File: src/hw/rtl/drd_pkg.sv
`timescale 1ns / 1ps
package drd_pkg;

  localparam int MAX_ROOMS_DEF = 16;
  localparam int CFG_W         = 5;
  localparam int IN_TIME_W     = 32;
  localparam int TIME_W        = 48;
  localparam int COUNT_W       = 32;
  localparam int ROOM_W        = 4;

  localparam logic [CFG_W-1:0] ROOM_COUNT_RST = 5'd16;

  typedef struct packed {
    logic load;
    logic rd_en;
    logic cmp_en;
    logic cmp_first;
    logic upd;
    logic cnt;
    logic push;
  } drd_cmd_t;

endpackage

File: src/hw/rtl/drd_ctrl.sv
`timescale 1ns / 1ps
module drd_ctrl #(
  parameter int MAX_ROOMS = drd_pkg::MAX_ROOMS_DEF,
  localparam int RW = (MAX_ROOMS > 1) ? $clog2(MAX_ROOMS) : 1
) (
  input  logic                     clk,
  input  logic                     rst_n,
  input  logic                     cfg_wr_en,
  input  logic [drd_pkg::CFG_W-1:0] cfg_wr_data,
  input  logic                     in_valid,
  output logic                     in_stall,
  output logic                     out_valid,
  input  logic                     out_stall,
  output drd_pkg::drd_cmd_t        cmd,
  output logic [RW-1:0]            rd_idx,
  output logic [RW-1:0]            cmp_idx
);
  import drd_pkg::*;

  localparam int NW = $clog2(MAX_ROOMS + 1);
  localparam int CW = (NW > CFG_W) ? NW : CFG_W;

  typedef enum logic [2:0] {
    IDLE,
    SCAN,
    DRAIN,
    UPD,
    CNT,
    PUSH
  } state_t;

  state_t           state_r, state_nxt;
  logic [CFG_W-1:0] room_count_r, room_count_nxt;
  logic [RW-1:0]    rd_idx_r, rd_idx_nxt;
  logic [RW-1:0]    cmp_idx_r, cmp_idx_nxt;
  logic             cmp_en_r, cmp_en_nxt;
  logic             out_valid_r, out_valid_nxt;

  logic [CW-1:0]    cfg_ext;
  logic [CW-1:0]    act;
  logic [CW-1:0]    act_m1;
  logic [RW-1:0]    last_idx;
  logic             accept;
  logic             out_free;

  always_comb begin
    cfg_ext = CW'(room_count_r);
    if (cfg_ext == '0) begin
      act = CW'(1);
    end else if (cfg_ext > CW'(MAX_ROOMS)) begin
      act = CW'(MAX_ROOMS);
    end else begin
      act = cfg_ext;
    end
    act_m1   = act - CW'(1);
    last_idx = act_m1[RW-1:0];
  end

  assign accept   = in_valid && (state_r == IDLE);
  assign out_free = !out_valid_r || !out_stall;

  always_comb begin
    state_nxt      = state_r;
    room_count_nxt = room_count_r;
    rd_idx_nxt     = rd_idx_r;
    cmp_idx_nxt    = rd_idx_r;
    cmp_en_nxt     = (state_r == SCAN);
    out_valid_nxt  = out_valid_r;
    if (cfg_wr_en) begin
      room_count_nxt = cfg_wr_data;
    end
    if (out_valid_r && !out_stall) begin
      out_valid_nxt = 1'b0;
    end
    case (state_r)
      IDLE: begin
        if (accept) begin
          state_nxt  = SCAN;
          rd_idx_nxt = '0;
        end
      end
      SCAN: begin
        if (rd_idx_r == last_idx) begin
          state_nxt = DRAIN;
        end else begin
          rd_idx_nxt = rd_idx_r + RW'(1);
        end
      end
      DRAIN: state_nxt = UPD;
      UPD:   state_nxt = CNT;
      CNT:   state_nxt = PUSH;
      PUSH: begin
        if (out_free) begin
          out_valid_nxt = 1'b1;
          state_nxt     = IDLE;
        end
      end
      default: state_nxt = IDLE;
    endcase
  end

  always_ff @(posedge clk) begin
    if (!rst_n) begin
      state_r      <= IDLE;
      room_count_r <= ROOM_COUNT_RST;
      rd_idx_r     <= '0;
      cmp_idx_r    <= '0;
      cmp_en_r     <= 1'b0;
      out_valid_r  <= 1'b0;
    end else begin
      state_r      <= state_nxt;
      room_count_r <= room_count_nxt;
      rd_idx_r     <= rd_idx_nxt;
      cmp_idx_r    <= cmp_idx_nxt;
      cmp_en_r     <= cmp_en_nxt;
      out_valid_r  <= out_valid_nxt;
    end
  end

  always_comb begin
    cmd.load      = accept;
    cmd.rd_en     = (state_r == SCAN);
    cmd.cmp_en    = cmp_en_r;
    cmd.cmp_first = (cmp_idx_r == '0);
    cmd.upd       = (state_r == UPD);
    cmd.cnt       = (state_r == CNT);
    cmd.push      = (state_r == PUSH) && out_free;
  end

  assign in_stall  = (state_r != IDLE);
  assign out_valid = out_valid_r;
  assign rd_idx    = rd_idx_r;
  assign cmp_idx   = cmp_idx_r;

  a_cmd_excl: assert property (@(posedge clk) disable iff (!rst_n)
    $onehot0({cmd.load, cmd.rd_en, cmd.upd, cmd.cnt, cmd.push}))
    else $error("drd_ctrl: overlapping datapath commands");

  a_upd_after_cmp: assert property (@(posedge clk) disable iff (!rst_n)
    (state_r == UPD) |-> $past(cmp_en_r))
    else $error("drd_ctrl: update without a final compare");

  a_out_from_push: assert property (@(posedge clk) disable iff (!rst_n)
    $rose(out_valid_r) |-> $past(state_r == PUSH))
    else $error("drd_ctrl: result raised outside push");

endmodule

File: src/hw/rtl/drd_dpath.sv
`timescale 1ns / 1ps
module drd_dpath #(
  parameter int MAX_ROOMS = drd_pkg::MAX_ROOMS_DEF,
  localparam int RW = (MAX_ROOMS > 1) ? $clog2(MAX_ROOMS) : 1
) (
  input  logic                          clk,
  input  logic                          rst_n,
  input  drd_pkg::drd_cmd_t             cmd,
  input  logic [RW-1:0]                 rd_idx,
  input  logic [RW-1:0]                 cmp_idx,
  input  logic                          in_new_batch,
  input  logic [drd_pkg::IN_TIME_W-1:0] in_start_time,
  input  logic [drd_pkg::IN_TIME_W-1:0] in_end_time,
  output logic [drd_pkg::ROOM_W-1:0]    out_assigned_room,
  output logic [drd_pkg::TIME_W-1:0]    out_actual_begin,
  output logic [drd_pkg::TIME_W-1:0]    out_actual_finish,
  output logic [drd_pkg::ROOM_W-1:0]    out_most_booked_room
);
  import drd_pkg::*;

  logic [TIME_W-1:0]    free_mem [MAX_ROOMS];
  logic [COUNT_W-1:0]   cnt_mem  [MAX_ROOMS];
  logic [MAX_ROOMS-1:0] free_vld_r;
  logic [MAX_ROOMS-1:0] cnt_vld_r;

  logic [IN_TIME_W-1:0] start_r;
  logic [IN_TIME_W-1:0] dur_r;
  logic [TIME_W-1:0]    free_rd_r;
  logic                 free_rv_r;
  logic [COUNT_W-1:0]   cnt_rd_r;
  logic                 cnt_rv_r;

  logic                 found_r;
  logic [RW-1:0]        found_idx_r;
  logic [RW-1:0]        early_idx_r;
  logic [TIME_W-1:0]    early_val_r;

  logic [RW-1:0]        room_r;
  logic [TIME_W-1:0]    begin_r;
  logic [TIME_W-1:0]    finish_r;
  logic [RW-1:0]        best_room_r;
  logic [COUNT_W-1:0]   best_cnt_r;

  logic [ROOM_W-1:0]    out_room_r;
  logic [TIME_W-1:0]    out_begin_r;
  logic [TIME_W-1:0]    out_finish_r;
  logic [ROOM_W-1:0]    out_best_r;

  logic                 clear;
  logic [TIME_W-1:0]    free_val;
  logic [TIME_W-1:0]    start_ext;
  logic [RW-1:0]        sel_room;
  logic [TIME_W-1:0]    sel_begin;
  logic [TIME_W:0]      sel_sum;
  logic [TIME_W-1:0]    sel_finish;
  logic [COUNT_W-1:0]   cnt_old;
  logic [COUNT_W-1:0]   cnt_new;
  logic                 better;
  logic [RW+ROOM_W-1:0] room_wide;
  logic [RW+ROOM_W-1:0] best_wide;

  assign clear     = cmd.load && in_new_batch;
  assign free_val  = free_rv_r ? free_rd_r : '0;
  assign start_ext = TIME_W'(start_r);

  always_comb begin
    sel_room   = found_r ? found_idx_r : early_idx_r;
    sel_begin  = found_r ? start_ext : early_val_r;
    sel_sum    = {1'b0, sel_begin} + (TIME_W + 1)'(dur_r);
    sel_finish = sel_sum[TIME_W] ? '1 : sel_sum[TIME_W-1:0];
    cnt_old    = cnt_rv_r ? cnt_rd_r : '0;
    cnt_new    = (cnt_old == '1) ? cnt_old : cnt_old + COUNT_W'(1);
    better     = (cnt_new > best_cnt_r) ||
                 ((cnt_new == best_cnt_r) && (room_r < best_room_r));
    room_wide  = {{ROOM_W{1'b0}}, room_r};
    best_wide  = {{ROOM_W{1'b0}}, best_room_r};
  end

  // hold the job and its duration
  always_ff @(posedge clk) begin
    if (cmd.load) begin
      start_r <= in_start_time;
      dur_r   <= (in_end_time > in_start_time) ? in_end_time - in_start_time : '0;
    end
  end

  always_ff @(posedge clk) begin
    if (cmd.rd_en) begin
      free_rd_r <= free_mem[rd_idx];
      free_rv_r <= free_vld_r[rd_idx];
    end
    if (cmd.upd) begin
      free_mem[sel_room] <= sel_finish;
    end
  end

  always_ff @(posedge clk) begin
    if (cmd.upd) begin
      cnt_rd_r <= cnt_mem[sel_room];
      cnt_rv_r <= cnt_vld_r[sel_room];
    end
    if (cmd.cnt) begin
      cnt_mem[room_r] <= cnt_new;
    end
  end

  always_ff @(posedge clk) begin
    if (!rst_n) begin
      free_vld_r  <= '0;
      cnt_vld_r   <= '0;
      best_room_r <= '0;
      best_cnt_r  <= '0;
      found_r     <= 1'b0;
    end else begin
      if (clear) begin
        free_vld_r  <= '0;
        cnt_vld_r   <= '0;
        best_room_r <= '0;
        best_cnt_r  <= '0;
      end
      if (cmd.load) begin
        found_r <= 1'b0;
      end else if (cmd.cmp_en && !found_r && (free_val <= start_ext)) begin
        found_r <= 1'b1;
      end
      if (cmd.upd) begin
        free_vld_r[sel_room] <= 1'b1;
      end
      if (cmd.cnt) begin
        cnt_vld_r[room_r] <= 1'b1;
        best_cnt_r        <= better ? cnt_new : best_cnt_r;
        best_room_r       <= better ? room_r : best_room_r;
      end
    end
  end

  // track first free room and earliest release
  always_ff @(posedge clk) begin
    if (cmd.cmp_en) begin
      if (!found_r && (free_val <= start_ext)) begin
        found_idx_r <= cmp_idx;
      end
      if (cmd.cmp_first || (free_val < early_val_r)) begin
        early_idx_r <= cmp_idx;
        early_val_r <= free_val;
      end
    end
    if (cmd.upd) begin
      room_r   <= sel_room;
      begin_r  <= sel_begin;
      finish_r <= sel_finish;
    end
    if (cmd.push) begin
      out_room_r   <= room_wide[ROOM_W-1:0];
      out_begin_r  <= begin_r;
      out_finish_r <= finish_r;
      out_best_r   <= best_wide[ROOM_W-1:0];
    end
  end

  assign out_assigned_room    = out_room_r;
  assign out_actual_begin     = out_begin_r;
  assign out_actual_finish    = out_finish_r;
  assign out_most_booked_room = out_best_r;

  a_finish_order: assert property (@(posedge clk) disable iff (!rst_n)
    cmd.upd |=> (finish_r >= begin_r))
    else $error("drd_dpath: finish before begin");

  a_best_booked: assert property (@(posedge clk) disable iff (!rst_n)
    cmd.cnt |=> (best_cnt_r != '0))
    else $error("drd_dpath: best count empty after a booking");

  a_found_held: assert property (@(posedge clk) disable iff (!rst_n)
    (found_r && !cmd.load) |=> found_r)
    else $error("drd_dpath: found flag dropped inside a job");

endmodule

File: src/hw/rtl/delayed_resource_dispatcher.sv
`timescale 1ns / 1ps
// Assigns each job to the lowest-numbered resource that is free by its start time, or,
// when none is, to the resource that frees first (lowest index on ties), starting the
// job at its free time with the job's own duration. Jobs must come in nondecreasing
// start order within a batch; in_new_batch clears all free times and booking counts
// first. One job is handled at a time: the block scans the free-time memory one entry
// per cycle, then drains, updates, counts and pushes, waiting in push while the last
// result is stalled. No clearing pass is needed after reset. Write cfg_wr_data only
// while the block is idle; 0 acts as 1 and values above MAX_ROOMS act as MAX_ROOMS.
module delayed_resource_dispatcher #(
  parameter int MAX_ROOMS = drd_pkg::MAX_ROOMS_DEF
) (
  input  logic                          clk,
  input  logic                          rst_n,
  input  logic                          cfg_wr_en,
  input  logic [drd_pkg::CFG_W-1:0]     cfg_wr_data,
  input  logic                          in_valid,
  output logic                          in_stall,
  input  logic                          in_new_batch,
  input  logic [drd_pkg::IN_TIME_W-1:0] in_start_time,
  input  logic [drd_pkg::IN_TIME_W-1:0] in_end_time,
  output logic                          out_valid,
  input  logic                          out_stall,
  output logic [drd_pkg::ROOM_W-1:0]    out_assigned_room,
  output logic [drd_pkg::TIME_W-1:0]    out_actual_begin,
  output logic [drd_pkg::TIME_W-1:0]    out_actual_finish,
  output logic [drd_pkg::ROOM_W-1:0]    out_most_booked_room
);
  import drd_pkg::*;

  localparam int RW = (MAX_ROOMS > 1) ? $clog2(MAX_ROOMS) : 1;

  drd_cmd_t      cmd;
  logic [RW-1:0] rd_idx;
  logic [RW-1:0] cmp_idx;

  drd_ctrl #(
    .MAX_ROOMS (MAX_ROOMS)
  ) u_ctrl (
    .clk         (clk),
    .rst_n       (rst_n),
    .cfg_wr_en   (cfg_wr_en),
    .cfg_wr_data (cfg_wr_data),
    .in_valid    (in_valid),
    .in_stall    (in_stall),
    .out_valid   (out_valid),
    .out_stall   (out_stall),
    .cmd         (cmd),
    .rd_idx      (rd_idx),
    .cmp_idx     (cmp_idx)
  );

  drd_dpath #(
    .MAX_ROOMS (MAX_ROOMS)
  ) u_dpath (
    .clk                  (clk),
    .rst_n                (rst_n),
    .cmd                  (cmd),
    .rd_idx               (rd_idx),
    .cmp_idx              (cmp_idx),
    .in_new_batch         (in_new_batch),
    .in_start_time        (in_start_time),
    .in_end_time          (in_end_time),
    .out_assigned_room    (out_assigned_room),
    .out_actual_begin     (out_actual_begin),
    .out_actual_finish    (out_actual_finish),
    .out_most_booked_room (out_most_booked_room)
  );

endmodule

File: config.mk
export PLATFORM = sky130hd
export DESIGN_NAME = delayed_resource_dispatcher
export DESIGN_NICKNAME = d
export VERILOG_FILES = /design/src/hw/rtl/drd_pkg.sv /design/src/hw/rtl/drd_ctrl.sv /design/src/hw/rtl/drd_dpath.sv /design/src/hw/rtl/delayed_resource_dispatcher.sv
export SDC_FILE = /design/constraint.sdc
export NUM_CORES = 2
export LEC_CHECK = 0
export BUFFER_PORTS_ARGS = -buffer_cell sky130_fd_sc_hd__clkbuf_2
export CAP_MARGIN = 30
export CORE_MARGIN = 3
export CORE_UTILIZATION = 40
export DETAILED_ROUTE_END_ITERATION = 10
export MAX_ROUTING_LAYER = met4
export REMOVE_ABC_BUFFERS = 1
export SYNTH_ARGS = -nofsm -noshare
export SYNTH_HDL_FRONTEND = slang
export SYNTH_SLANG_ARGS = --single-unit
export TNS_END_PERCENT = 100
File: constraint.sdc
create_clock -name clk -period 8.8 [get_ports clk]
set_clock_uncertainty 0.2 [all_clocks]
set_input_delay 2.64 -clock clk [delete_from_list [all_inputs] [get_ports clk]]
set_output_delay 2.64 -clock clk [all_outputs]
set_load 0.01 [all_outputs]
**After elaboration in Yosys (flattened, before gate mapping)**

Memories as Yosys holds them, arrays and structs flattened. A register that Yosys moved wholly into a read port is not among the register bits.
Cells that the tools add are included.

- Order comparisons: 11
- Multiplexer cells: 42
- Equality and inequality tests: 13
- Reduce and logical (&&, ||, !) cells: 28
- $add $sub $neg: 5
- Bitwise gates (word level): 3

Operators with widths:

| operator | number |
|---|---|
| $mux W32 | 5 |
| $mux W48 | 3 |
| $mux W16 | 6 |
| $gt A32 B32 Y1 | 2 |
| $add A48 B32 Y49 | 1 |
| $le A48 B32 Y1 | 1 |
| $lt A48 B48 Y1 | 1 |
| $add A32 B1 Y32 const B | 1 |
| $eq A32 B32 Y1 | 1 |
| $eq A32 B32 Y1 const B | 1 |
| $mux W4 | 8 |
| $or A16 B16 Y16 | 2 |
| $sub A32 B32 Y32 | 1 |
| $pmux W3 S6 | 1 |
| $lt A4 B5 Y1 const B | 3 |
| $mux W1 | 11 |
| $logic_and A1 B1 Y1 | 10 |
| $mux W3 | 3 |
| $bmux W1 S4 | 2 |
| $demux W1 S4 | 2 |
| $ge A4 B1 Y1 const B | 2 |
| $pmux W4 S2 | 1 |
| $eq A3 B2 Y1 const B | 2 |
| $eq A3 B3 Y1 const B | 2 |
| other kinds (19) | 30 |

- Memories kept: 2
- Bits in registers: 413
- Memory bits (writable): 1,280
- Output and inout bits: 106
- Input bits: 75
- Logic and storage cells: 129

Memories:

| memory | words | width | rd ports | clocked after Yosys merged registers in | wr ports | line | RTL |
|---|---|---|---|---|---|---|---|
| u_dpath.free_mem | 16 | 48 | 1 | 1 | 1 | drd_dpath.sv:21 | `logic [TIME_W-1:0] free_mem [MAX_ROOMS];` |
| u_dpath.cnt_mem | 16 | 32 | 1 | 1 | 1 | drd_dpath.sv:22 | `logic [COUNT_W-1:0] cnt_mem [MAX_ROOMS];` |

**Logic depth before layout (Yosys ltp)**

- Word-level depth: 8
- Gate-level depth with buffers: 21
- Gate-level depth less buffers: 18

**Cells and area by module**

Synthesis repeated with hierarchy kept, for this count alone.

- Cell total of the unflattened synthesis: 4,776
- Area total of the unflattened synthesis: 73,421.7 um2

By module, submodules not included:

| module | times used | sequential area each (um2) | area each (um2) | cells each |
|---|---|---|---|---|
| drd_dpath | 1 | 52,009.9 | 72,457.0 | 4,668 |
| drd_ctrl | 1 | 360.3 | 964.7 | 108 |

**Worst setup path after synthesis**

No wires, ideal clock.

- Kind: input -> register
- From: input port out_stall
- To: register u_dpath.out_begin_r[0], in the netlist u_dpath.out_actual_begin[0], enable pin
- Path buffers: 0
- Required time: 7.999 ns
- Setup slack: 0.450 ns
- Setup time: 0.601 ns
- Cell stages on the path: 1
- Arrival time: 7.549 ns
- Cell sequence: a21oi_1

- Cells in the longest elaborated chain, start to end: 3

Ends and longest elaborated chain:

| what | line | RTL |
|---|---|---|
| from (decl) | delayed_resource_dispatcher.sv:23 | `input logic out_stall,` |
| $logic_not A1 Y1 | drd_ctrl.sv:60 | `assign out_free = !out_valid_r \|\| !out_stall;` |
| $logic_or A1 B1 Y1 | drd_ctrl.sv:60 |  |
| $logic_and A1 B1 Y1 | drd_ctrl.sv:127 | `cmd.push = (state_r == PUSH) && out_free;` |
| to (signal assigned) | drd_dpath.sv:155 | `out_begin_r <= begin_r;` |
| to (decl) | drd_dpath.sv:45 | `logic [TIME_W-1:0] out_begin_r;` |

No other way between the ends.
A chain may end at the register's enable or synchronous reset.

**Worst setup path in the final report**

- From: register u_dpath.cnt_rv_r
- To: register u_dpath.best_cnt_r[8]

- Cells in the longest elaborated chain, start to end: 8
- Elaborated cells between the ends (all ways): 12
- Those cells by class: add/sub (1); order compare (1); eq/ne (3); mux (4); reduce/logical (3)

Ends and longest elaborated chain:

| what | line | RTL |
|---|---|---|
| from (decl) | drd_dpath.sv:31 | `logic cnt_rv_r;` |
| from (signal assigned) | drd_dpath.sv:100 | `cnt_rv_r <= cnt_vld_r[sel_room];` |
| $mux W32 (*) | drd_dpath.sv:71 | `cnt_old = cnt_rv_r ? cnt_rd_r : '0;` |
| $add A32 B1 Y32 or $eq A32 B32 Y1 (tied branches) | drd_dpath.sv:72 | `cnt_new = (cnt_old == '1) ? cnt_old : cnt_old + COUNT_W'(1);` |
| $mux W32 (*) | drd_dpath.sv:72 |  |
| via u_dpath.cnt_new[29] | drd_dpath.sv:57 | `logic [COUNT_W-1:0] cnt_new;` |
| branches (longest 2 deep; another with $gt A32 B32 Y1) | - |  |
| $logic_or A1 B1 Y1 (*) | drd_dpath.sv:73 | `better = (cnt_new > best_cnt_r) \|\|` |
| $ne A2 B1 Y1 (no source line) (*) | - |  |
| $reduce_and A2 Y1 (no source line) (*) | - |  |
| to (signal assigned) | drd_dpath.sv:131 | `best_cnt_r <= better ? cnt_new : best_cnt_r;` |
| to (decl) | drd_dpath.sv:42 | `logic [COUNT_W-1:0] best_cnt_r;` |

Mark *: on every way through the listed nets, which the timed path passes. The select of a mux whose other input is x is not followed.

==> summary.md <==
| Metric | Value |
|---|---|
| PD cells | `253 mW/mm2` |
| Delay of the slowest critical-path stage | `800 ps` |
| Top post-synthesis cells by area | `edfxtp_1, nand2_1, ha_1` |
| Worst r2r path cells | `19` |
| Main synth FF type | `edfxtp_1` |
| CP cell instances | `buf_4, nand4_1, or4_1, or3_1, or2_1, nand4_1, xnor2_1, and2_1, ha_1, nand4_1, or4_1, o21ba_2, a41oi_1, nor4_1, clkbuf_2, nor2_1, buf_4, nor3_1, a31o_2` |
| Total routed wirelength | `195 mm` |
| Initial drt markers | `4064` |
| Maximum clock path buffer count | `3` |
| Antenna viol nets, final | `0` |
| Core Rows | `157` |
| Critical path's slowest cell | `edfxtp_1` |
| Relative slew margins | `24.5%` |
| Crit path kind | `reg2reg` |
| Worst setup SP type | `register` |
| Leakage | `between 20 and 30 nW` |
| Pins Over Slew Limit | `0` |
| Initial antenna violation count | `5` |
| NumNets Final | `5691` |
| Final setup vio count | `0` |
| Most frequent cells in the layout | `edfxtp_1, nand2_1, nand3_1` |
| Netlist cell types | `70` |
| Worst setup EP type | `register` |
| Max H-tree Level | `4` |
| Fraction of registers with async set/reset | `0%` |
| Worst min path class | `reg2reg` |
| Filler cell count | `16000` |
| Chip height | `approximately 440 um` |
| Fmax | `about 140 MHz` |
| Leading area contributor after synthesis | `edfxtp_1` |
| Top cell type's share of synthesized area | `68.5%` |
| Reg2Reg Setup Slack | `1590 ps` |
| Crit path top cell by count | `nand4_1` |
| Maxcap violations | `0` |
| Most common library cell in the layout ignoring fill and taps | `edfxtp_1` |
| Outcome | `complete, no violations` |
| Worst skew pair latency | `830 ps` |
| All-Layer GR Usage | `20.8%` |
| Largest net degree at the start of global routing | `between 150 and 200` |
| CP Max Fanout | `24` |
| Post-Synthesis Cells | `5196` |
| RSZ-0062 raised after global routing | `no` |
| Sequential fraction of the synthesis area | `between 70% and 80%` |
| Top Ports | `about 180` |
| Number of global-route vias before repair | `~43000` |
| Min Clock Period, post-route | `slightly above 7000 ps` |
| R2R Path Start | `u_dpath.cnt_rv_r` |
| Maximum vdd drop | `around 190 uV` |
| Hold worst-path end | `u_dpath.out_actual_begin[29]` |
| Die width | `436 um` |
| Worst r2r dst | `u_dpath.best_cnt_r[8]` |
| CTS clock-pin slew for the worst setup and hold paths | `60 ps` |
| Area growth syn-to-layout | `14.0%` |
| CTS tree | `yes` |
| Post-Layout Inst Area | `0.0843 mm2` |
| Min Hold Slack | `around 210 ps` |
| CTS resizes | `0` |
| Via density | `5.49` |
| Hold Fails Final Rpt | `0` |
| First-pass GRT wire length | `289 mm` |
| Core area | `0.183 mm2` |
| TritonCTS buffer count | `187` |
| # port buffers | `180` |
| DR vias | `roughly 44000` |
| Grt ovf | `0` |
| Post-synth EDFFs | `1686` |
| Hold-critical path depth | `0` |
| Post-Syn Area | `approximately 0.074 mm2` |
| Setup WS pre-CTS | `between 1000 and 1500 ps` |
| Post-DP HPWL | `between 100 and 150 mm` |
| Flops & latches, synth | `1773` |
| CP Data Required Time | `between 9000 and 10000 ps` |
| # DRC | `0` |
| Worst Max-Slew Pin Slew | `1130 ps` |
| Placed cells | `approximately 7700` |
| Yosys warning count | `0` |
| Routability cong. | `around 0.89` |
| Die footprint | `0.190 mm2` |
| CTS Hold Buffers Added | `0` |
| Root Driver | `clkbuf_16` |
| Critical Path AT | `7730 ps` |
| Clock Sinks | `around 1800` |
| Initial core utilization | `40.3%` |
| Hold Startpoint | `u_dpath.begin_r[29]` |
| Dpl cell area | `0.0783 mm2` |
| Routed len/inst | `24.2 um` |
| Final cell count without fillers | `just over 8000` |
| Fin crit share | `82.0%` |
| Setup ws final | `1590 ps` |
| Share of post-route cells with drive strength above 1 | `14.2%` |
| Post-CTS Setup Repair Bufs | `0` |
| Pre-antenna DRT Iters | `5` |
| Avg Cell Area, Syn | `14.2 um2` |
-- per-layer routing --
layer / vias to the layer above / routed length [um] / GRT usage [%]
met5: - / 0 / -
met3: 319 / 10200 / 2.87
li1: 20200 / - / -
met1: 22400 / 82200 / 27.0
met2: 1291 / 97600 / 34.5
met4: 0 / 5150 / 5.74
-- power breakdown --
part / leakage, nW / internal [mW] / switching (mW) / total, mW
clock: 2.86 / 4.22 / 3.37 / 7.59
sequential: 16.0 / 10.2 / 0.169 / 10.4
combinational: 9.95 / 1.05 / 2.35 / 3.39
total: 28.8 / 15.5 / 5.89 / 21.4
-- final cells by class --
class / instances / area, um2 / share of cell area, %
Clock buffer: 233 / 4880 / 5.79
Antenna cell: 1 / 2.50 / 0.00297
Timing Repair Buffer: 303 / 1960 / 2.33
Inverter: 185 / 709 / 0.842
Clock inverter: 111 / 1040 / 1.23
Multi-Input combinational cell: 2983 / 20200 / 24.0
Sequential cell: 1773 / 52400 / 62.2
Tap cell: 2464 / 3080 / 3.66
-- cell families (layout without fill, tap and decap cells) --
group	Yosys count	in the layout	synth area share (%)
XOR/XNOR	83	83	1.01
multiplexers	316	316	6.03
AO/OA/AOI/OAI	801	801	6.95
AND/OR/NAND/NOR	1600	1600	9.76
buffers and inverters	440	832	2.25
adder cells (fa/ha/maj)	183	183	3.12
flip-flops	1773	1773	70.9
other	0	1	0
-- registers in the layout, indices dropped and copies added, names as in the netlist, 32 cells and up --
register,count
u_dpath.out_actual_begin,48
u_dpath.best_cnt_r,32
u_dpath.early_val_r,48
u_dpath.begin_r,48
u_dpath.out_actual_finish,48
u_dpath.cnt_mem,512
u_dpath.free_rd_r,48
u_dpath.free_mem,768
u_dpath.finish_r,48
u_dpath.start_r,32
u_dpath.dur_r,32
u_dpath.cnt_rd_r,32
-- synthesized netlist by cell type, drive strengths merged (41+ instances only) --
master	number
edfxtp	1686
nand2	773
nand3	322
a21oi	212
o21ai	208
clkbuf	206
inv	183
ha	181
nor2	181
mux2i	164
mux4	98
dfxtp	87
a311oi	68
and2	68
mux2	54
a221oi	53
a21o	52
a22oi	51
nor3	51
xnor2	51
buf	49
and3	44
a31oi	42
nand4	41
-- how the worst max path moves through the flow --
stage,to,cells past startpoint,start
6_report,u_dpath.best_cnt_r[8],19,u_dpath.cnt_rv_r
5_1_grt,u_dpath.best_cnt_r[8],19,u_dpath.cnt_rv_r
4_1_cts,u_dpath.best_cnt_r[3],18,u_dpath.cnt_rv_r
3_5_place_dp,u_dpath.best_cnt_r[3],18,u_dpath.cnt_rv_r
3_3_place_gp,u_dpath.best_cnt_r[3],17,u_dpath.cnt_rv_r
2_1_floorplan,u_dpath.free_mem[15][0],4,u_dpath.found_r
-- per-stage QoR --
step,util (%),power (mW),TNS (ps)
detailed placement,42.7,14.0,0
global route,46.0,22.2,0
global placement,42.6,13.9,0
finish,46.0,21.4,0
floorplan,-,13.0,-8850190
CTS,45.9,21.6,0
-- worst max-delay path, delay by kind of cell, from the launching register on --
kind | cells | cell delay (ps)
buffers and inverters | 3 | 850
adder cells (fa/ha/maj) | 1 | 230
AO/OA/AOI/OAI | 3 | 790
AND/OR/NAND/NOR | 11 | 4100
XOR/XNOR | 1 | 120
flip-flops | 1 | 800
(Power assumes the default switching activity.)
